File: src/sv/cicd_pkg.sv
// ----------------------------------------------------------------------------
// cicd_pkg
// types and constants shared by the cloud-in-cell current deposition block
// ----------------------------------------------------------------------------
package cicd_pkg;

  localparam int SHARE_W = 39;  // magnitude of one node share
  localparam int ADDR_W  = 20;  // widest node address the grid parameters allow
  localparam int OUT_W   = 48;
  localparam int CFG_IDX_W = 3;
  localparam logic [31:0] ONE_Q24 = 32'h0100_0000;

  typedef enum logic [1:0] {
    MODE_DEPOSIT = 2'd0,
    MODE_READ    = 2'd1,
    MODE_CLEAR   = 2'd2
  } cicd_mode_e;

  typedef enum logic [CFG_IDX_W-1:0] {
    CFG_INV_X   = 3'd0,
    CFG_INV_Y   = 3'd1,
    CFG_Q_ION   = 3'd2,
    CFG_Q_ELEC  = 3'd3,
    CFG_X_USED  = 3'd4,
    CFG_Y_USED  = 3'd5
  } cicd_cfg_idx_e;

  typedef enum logic [1:0] {
    OP_DEPOSIT,
    OP_READ,
    OP_CLEAR
  } cicd_op_e;

  typedef enum logic [2:0] {
    F_IDLE,
    F_SCALE,
    F_DIV,
    F_MUL,
    F_WX,
    F_SHARE,
    F_PUSH
  } cicd_front_state_e;

  typedef enum logic [2:0] {
    B_CLR,
    B_IDLE,
    B_DEP,
    B_RD,
    B_RDATA
  } cicd_back_state_e;

  typedef struct packed {
    logic [1:0]         mode;
    logic               species;
    logic [31:0]        pos_x;
    logic [31:0]        pos_y;
    logic signed [31:0] vel_x;
    logic signed [31:0] vel_y;
    logic signed [31:0] vel_z;
    logic [31:0]        lorentz_factor;
    logic [5:0]         node_x;
    logic [5:0]         node_y;
  } cicd_in_t;

  typedef struct packed {
    logic signed [OUT_W-1:0] current_x;
    logic signed [OUT_W-1:0] current_y;
    logic signed [OUT_W-1:0] current_z;
  } cicd_out_t;

  typedef struct packed {
    logic [31:0]        inv_x;
    logic [31:0]        inv_y;
    logic signed [31:0] q_ion;
    logic signed [31:0] q_elec;
    logic [6:0]         x_used;
    logic [6:0]         y_used;
  } cicd_cfg_t;

  // node order: index 2*a+b, a selects upper x node, b upper y node
  typedef struct packed {
    cicd_op_e                             op;
    logic [3:0][ADDR_W-1:0]               addr;
    logic [3:0][2:0][SHARE_W-1:0]         share;
    logic [2:0]                           neg;
    logic                                 zero;
  } cicd_cmd_t;

  typedef struct packed {
    logic init_busy;
  } cicd_stat_t;

endpackage

File: src/sv/cicd_queue.sv
// ----------------------------------------------------------------------------
// cicd_queue
// two-entry command queue between front and back end
// ----------------------------------------------------------------------------
module cicd_queue (
  input  logic                clk_i,
  input  logic                rst_ni,
  input  logic                push_valid_i,
  output logic                push_ready_o,
  input  cicd_pkg::cicd_cmd_t push_i,
  output logic                pop_valid_o,
  input  logic                pop_ready_i,
  output cicd_pkg::cicd_cmd_t pop_o
);
  import cicd_pkg::*;

  cicd_cmd_t  mem_q [2];
  logic       wptr_q, rptr_q;
  logic [1:0] cnt_q;
  logic       push, pop;

  assign push_ready_o = (cnt_q != 2'd2);
  assign pop_valid_o  = (cnt_q != 2'd0);
  assign pop_o        = mem_q[rptr_q];
  assign push         = push_valid_i && push_ready_o;
  assign pop          = pop_valid_o && pop_ready_i;

  always_ff @(posedge clk_i or negedge rst_ni) begin
    if (!rst_ni) begin
      wptr_q <= 1'b0;
      rptr_q <= 1'b0;
      cnt_q  <= '0;
    end else begin
      if (push) wptr_q <= !wptr_q;
      if (pop)  rptr_q <= !rptr_q;
      cnt_q <= cnt_q + {1'b0, push} - {1'b0, pop};
    end
  end

  always_ff @(posedge clk_i) begin
    if (push) mem_q[wptr_q] <= push_i;
  end

endmodule

File: config.mk
export PLATFORM = sky130hd
export DESIGN_NAME = cicd_queue
export DESIGN_NICKNAME = d
export VERILOG_FILES = /design/src/sv/cicd_pkg.sv /design/src/sv/cicd_queue.sv
export SDC_FILE = /design/constraint.sdc
export NUM_CORES = 1
export LEC_CHECK = 0
export BUFFER_PORTS_ARGS = -buffer_cell sky130_fd_sc_hd__buf_4
export CAP_MARGIN = 20
export CELL_PAD_IN_SITES_DETAIL_PLACEMENT = 2
export CELL_PAD_IN_SITES_GLOBAL_PLACEMENT = 2
export CORE_AREA = 2 2 434 436
export DETAILED_ROUTE_END_ITERATION = 12
export DIE_AREA = 0 0 436 438
export HOLD_SLACK_MARGIN = 0.02
export PLACE_DENSITY = 0.5
export SYNTH_ARGS = -nofsm -noshare
export SYNTH_HDL_FRONTEND = slang
export SYNTH_SLANG_ARGS = --single-unit
File: constraint.sdc
create_clock -name clk_i -period 25.5 [get_ports clk_i]
set_input_delay 1.275 -clock clk_i [delete_from_list [all_inputs] [get_ports clk_i]]
set_output_delay 1.275 -clock clk_i [all_outputs]
set_load 0.02 [all_outputs]
==> results.txt, run 1 <==
status -> finished, final reports clean
Vias/cell -> 3.85
CP Max Fanout -> 79
Die Y-Extent -> 438 µm
min Tclk post-route -> 6.46 ns
die area -> 191000 µm²
worst-skew pair later-pin latency -> 0.77 ns
largest net degree at the start of global routing -> 153
PostCTS Resize Cnt -> 0
internal power -> 0.00452 W
Worst setup EP type -> primary output
Yosys top cell by area -> edfxtp_1
Post-Layout Inst Area -> 55500 µm²
detailed placement HPWL -> 96700 µm
relative slew slack -> 25.9%
Mapped Nets -> 2305
final setup fails -> 0
critical path class -> flip-flop to primary output
Clk pin slew, worst setup/hold paths -> 0.05 ns
Placed Area -> 51400 µm²
Die X -> 436 µm
max-slew violations -> 0
Setup Skew -> 0.0279 ns
dpl ws -> 19.63 ns
vias in the first global route -> 23700
Sequential Power Share -> 38.7%
core box area -> 187000 µm²
most frequent cells in the layout -> buf_4 (1129), edfxtp_1 (1108), mux2_2 (554), clkbuf_16 (141), clkbuf_1 (40)
H-Tree Depth -> 4
worst vdd ir -> 0.0000686 V
Synth area leaders -> edfxtp_1 (82%), mux2_2 (15%), buf_6 (1.7%)
Final Core Density -> 29.7%
Worst Path Arrival -> 5.18 ns
Fin. Hold Viols -> 0
DRT iter0 DRCs -> 899
fillers -> 19300
total wire length -> 134000 µm
total power after layout -> 0.00679 W
Syn-to-layout area delta -> 37.3%
post-synth top area share -> 82.3%
Final #Nets -> 3515
clock power share -> 26.3%
worst slew pin tran -> 1.11 ns
share of cells above drive strength 1 -> 60.9%
DRC errors left -> 0
fmax -> 0.155 GHz
GR Util All Layers -> 13.5%
Post-DRT Antenna Nets -> 0
CTS tree -> done
IO Port Bufs -> 1113
Mapped Cells -> 1746
post-synthesis average cell area -> 23.2 µm²
CP Launch Type -> flip-flop
final cycle utilization of the critical path -> 25.3%
WP data required -> 24.23 ns
initial antenna violation count -> 21
final worst slack -> 19.04 ns
number of core rows -> 159
MaxCap Viol Count -> 0
GPL Wtd Cong -> 0.829
Leak -> 20.0 nW
NetSw -> 0.00227 W
hold buffers post-CTS -> 0
Max Buffers Root-to-Sink -> 3
power density cells -> 122 nW/µm²
Post CTS Setup Buffer Count -> 0
commonest non-fill, non-tap cell in the layout -> buf_4
register area share after synthesis -> 82.5%
total clock sinks -> 1112
grt ovf -> 0
TNS Setup -> 0 ns
RSZ-0062 raised after global routing -> false
DR vias -> 21400
I/O pin count -> 1114
Clock Tree Root -> clkbuf_16
Pre-antenna DRT Iters -> 4
synthesized area -> 40400 µm²
register bit total from synthesis -> 1112
worst hold path type -> input port to async pin
Ys Warns -> 0
CTS buffer count -> 137
Synth cell types -> 17
Switching Fraction -> 33.4%
combinational fraction of design power -> 35.0%
Starting Density -> 21.7%
global-route wire length before repair -> 182000 µm
DR WL/cell -> 24.0 µm
logic make-up (layout without fill, tap and decap cells):
family,Yosys count,count (layout),synth area share (%)
buffers and inverters,62,1365,1.73
muxes,554,554,15.4
xor gates and xnor gates,3,3,0.0650
and+or+nand+nor,11,11,0.145
AOI/OAI and AO/OA,3,3,0.0588
other,0,12,0
DFF,1112,1112,82.5
adders and majority gates,1,1,0.0309
cells in the mapped netlist:
library cell,n
dfrtp_1,4
mux2_2,554
edfxtp_1,1108
buf_6,62
o21ba_2,1
xnor2_1,3
nor2b_1,1
nand3_1,1
nand2b_1,1
and3_1,1
o21ai_0,1
ha_1,1
nor2_1,3
nand2_1,2
a311oi_1,1
or2_2,1
nor4bb_1,1
flip-flops by register name, summed over array words and instances, names as in the netlist:
| name | count |
|---|---|
| mem_q | 1108 |
| cnt_q | 2 |
| rptr_q | 1 |
| wptr_q | 1 |
final timing paths:
path | cells after the start | from | to | slack, ns
max | 5 | rptr_q$_DFFE_PN0P_ | pop_o[339] | 19.04
min | 1 | rst_ni | cnt_q[1]$_DFF_PN0_ | 0.32
max reg2reg | 5 | cnt_q[0]$_DFF_PN0_ | mem_q[1][2]$_DFFE_PP_ | 21.08
min reg2reg | 1 | wptr_q$_DFFE_PN0P_ | wptr_q$_DFFE_PN0P_ | 0.56
max in group asynchronous | 1 | rst_ni | rptr_q$_DFFE_PN0P_ | 25.06
min in group clk_i | 1 | wptr_q$_DFFE_PN0P_ | wptr_q$_DFFE_PN0P_ | 0.56
per-layer routing:
metal  vias up  global-route usage [%]  wire length (µm)
met4        20                    4.16              2950
li1       9463                       -                 -
met2       764                    24.8             72200
met1     11000                    13.8             46900
met5         -                       0               110
met3       185                    5.57             11400
worst max-delay path, stage by stage (launching register included):
cell     delay (ns)
dfrtp_4        1.08
buf_4          0.82
buf_4          0.82
buf_4          0.91
mux2_2         0.46
buf_4          0.17
power by group through the flow:
stage	Clock, W	Sequential [W]	Combinational, W
after detailed placement	0	0.00267	0.00245
after CTS	0.00185	0.00264	0.00246
after global placement	0	0.00266	0.00245
after global routing	0.00192	0.00267	0.00251
after floorplan	0	0.00286	0.00144
final	0.00178	0.00263	0.00238
through the flow:
step                      std cells  hold WS, ns
after global placement         5312        0.549
after CTS                      5544        0.232
final                          5556        0.322
after detailed placement       5312        0.551
after floorplan                1746        0.479
after global routing           5553        0.251
area by class of cell:
| cell class | instances | area, µm² | area share (%) |
|---|---|---|---|
| sequential | 1112 | 33400 | 60.1 |
| timing repair buffer | 1133 | 8560 | 15.4 |
| clock inverter | 50 | 360 | 0.649 |
| clock buffer | 182 | 3690 | 6.65 |
| antenna | 12 | 30.0 | 0.0541 |
| tap | 2495 | 3120 | 5.62 |
| multi-input combinational | 572 | 6370 | 11.5 |
(Power assumes the default switching activity.)
==> run 2: changes to the inputs <==
ABC_AREA = 1   (was not set)
CORE_AREA = 2 2 436 438   (was 2 2 434 436)
DIE_AREA = 0 0 438 440   (was 0 0 436 438)
PLACE_DENSITY = 0.52   (was 0.5)
clock period = 6.5 ns   (was 25.5 ns; I/O delays follow)
==> results.txt, run 2 <==
Synth cell types -> 15
H-Tree Depth -> 4
detailed placement HPWL -> 114000 µm
Fin. Hold Viols -> 0
fmax -> 0.257 GHz
max-slew violations -> 0
DRT iter0 DRCs -> 1079
Synth area leaders -> edfxtp_1 (82%), nand2_1 (15%), buf_6 (1.6%)
final cycle utilization of the critical path -> 59.9%
Vias/cell -> 4.03
DR vias -> 29300
Die X -> 438 µm
final setup fails -> 0
relative slew slack -> 25.0%
Worst Path Arrival -> 3.57 ns
Clock Tree Root -> clkbuf_16
Final Core Density -> 32.6%
DRC errors left -> 0
Pre-antenna DRT Iters -> 5
EDFF count, synth -> 1108
synthesized area -> 40700 µm²
Async SR Flop Fraction -> 0.360%
critical path class -> flip-flop to primary output
hold wc startpoint -> push_i[251]
CTS tree -> done
WP data required -> 6.17 ns
biggest regs -> mem_q: 1108 flops, cnt_q: 2 flops
number of cells on the worst hold path -> 2
cell with the most instances after synthesis -> nand2_1
Starting Density -> 21.6%
reg-to-reg critical path startpoint -> cnt_q[1]$_DFF_PN0_
worst r2r path cells -> 5
core box area -> 189000 µm²
GPL Wtd Cong -> 0.796
status -> finished, final reports clean
CP Max Fanout -> 160
Leak -> 25.3 nW
worst path cell trace -> buf_4 > buf_12 > nand2_1 > nand2_1 > buf_4
CP Launch Type -> flip-flop
Main synth FF type -> edfxtp_1
IO Port Bufs -> 1113
Mapped Cells -> 2925
Setup Skew -> 0.0339 ns
Placed Area -> 51700 µm²
Yosys top cell by area -> edfxtp_1
Syn-to-layout area delta -> 51.0%
I/O pin count -> 1114
Clk pin slew, worst setup/hold paths -> 0.06 ns
worst-skew pair later-pin latency -> 0.78 ns
Ys Warns -> 0
largest net degree at the start of global routing -> 163
Final #Nets -> 5203
commonest non-fill, non-tap cell in the layout -> nand2_1
initial antenna violation count -> 54
MaxCap Viol Count -> 0
worst slew pin tran -> 1.12 ns
GR Util All Layers -> 16.3%
Worst Hold End -> mem_q[0][251]$_DFFE_PP_
share of cells above drive strength 1 -> 27.9%
Post-DRT Antenna Nets -> 0
Worst setup EP type -> primary output
total wire length -> 163000 µm
CTS buffer count -> 141
total power after layout -> 0.0291 W
total clock sinks -> 1112
post-synth top area share -> 81.7%
reg2reg end -> mem_q[0][158]$_DFFE_PP_
register area share after synthesis -> 82.0%
vias in the first global route -> 31800
Largest Register -> mem_q
number of core rows -> 160
most frequent cells in the layout -> nand2_1 (1669), buf_4 (1127), edfxtp_1 (1108), dlygate4sd3_1 (558), clkbuf_16 (145)
final hold slack -> 0.270 ns
Post-Layout Inst Area -> 61500 µm²
power density cells -> 473 nW/µm²
R2R Setup Slk -> 3.77 ns
register bit total from synthesis -> 1112
grt ovf -> 0
Largest register FFs -> 1108
Mapped Nets -> 3484
min Tclk post-route -> 3.89 ns
slowest cell delay on critical path -> 0.87 ns
die area -> 193000 µm²
Post CTS Setup Buffer Count -> 0
global-route wire length before repair -> 226000 µm
RSZ-0062 raised after global routing -> false
most frequent cells after synthesis -> nand2_1 (1671), edfxtp_1 (1108), buf_6 (58), buf_2 (51), clkbuf_1 (8)
Max Buffers Root-to-Sink -> 3
Die Y-Extent -> 440 µm
worst hold path type -> input port to flip-flop
CP max-delay cell -> dfrtp_4
post-synthesis average cell area -> 13.9 µm²
DR WL/cell -> 22.4 µm
worst vdd ir -> 0.000308 V
-- run 2: cell count changes after synthesis, moves of 6 or more --
| cell | change |
|---|---|
| nand2_1 | +1669 |
| inv_1 | +7 |
| clkbuf_1 | +8 |
| buf_4 | +6 |
| mux2_2 | -554 |
| buf_2 | +51 |
-- run 2: where the power goes --
part	internal (W)	total [W]	leakage [nW]	switching, W
logic	0.00365	0.0116	12.9	0.00796
registers	0.00979	0.0102	10.3	0.000414
clock network	0.00416	0.00725	2.04	0.00310
total	0.0176	0.0291	25.3	0.0115
-- run 2: cell type report --
class	instances	area, µm²
Sequential cell	1112	33400
Antenna cell	28	70.1
Fill cell	19900	127000
Clock inverter	59	423
Multi-Input combinational cell	1682	6360
Clock buffer	179	3760
Inverter	8	37.5
Timing Repair Buffer	1699	14300
Tap cell	2511	3140
-- run 2: worst max path at each step --
stage | start | endpoint | cells after the start
floorplan | cnt_q[1]$_DFF_PN0_ | mem_q[1][0]$_DFFE_PP_ | 3
global placement | rptr_q$_DFFE_PN0P_ | pop_o[258] | 5
detailed placement | rptr_q$_DFFE_PN0P_ | pop_o[492] | 5
CTS | rptr_q$_DFFE_PN0P_ | pop_o[492] | 5
global route | rptr_q$_DFFE_PN0P_ | pop_o[465] | 5
finish | rptr_q$_DFFE_PN0P_ | pop_o[465] | 5
-- run 2: cells by family after synthesis --
logic type,Yosys count,share of synthesized area [%]
adders and majority gates,1,0.0307
buffers and inverters,131,2.49
DFF,1112,82.0
xor gates and xnor gates,1,0.0215
and+or+nand+nor,1678,15.5
AOI/OAI and AO/OA,2,0.0246
-- run 2: timing repair --
action,4_1_cts,5_1_grt
hold buffers,558,0
hold endpoints to repair,1124,0
gates resized for setup,0,0
-- run 2: critical path: cells and delay by family (launching register included) --
kind                   cells  cell delay [ns]
and+or+nand+nor            2             0.26
DFF                        1             0.87
buffers and inverters      3             1.41
-- run 2: metrics by stage --
| stage | cells | setup WS [ns] | setup TNS, ns |
|---|---|---|---|
| final | 7278 | 2.61 | 0 |
| after global routing | 7270 | 2.26 | 0 |
| after CTS | 7250 | 2.34 | 0 |
| after detailed placement | 6454 | 3.22 | 0 |
| after global placement | 6454 | 3.19 | 0 |
| after floorplan | 2925 | -2.74 | -3033.30 |
-- run 2: per-layer routing --
layer | global-route usage [%] | wire length [µm]
met5 | 0 | 201
met4 | 8.88 | 9350
met3 | 5.06 | 10700
met2 | 28.5 | 82700
met1 | 17.6 | 59800
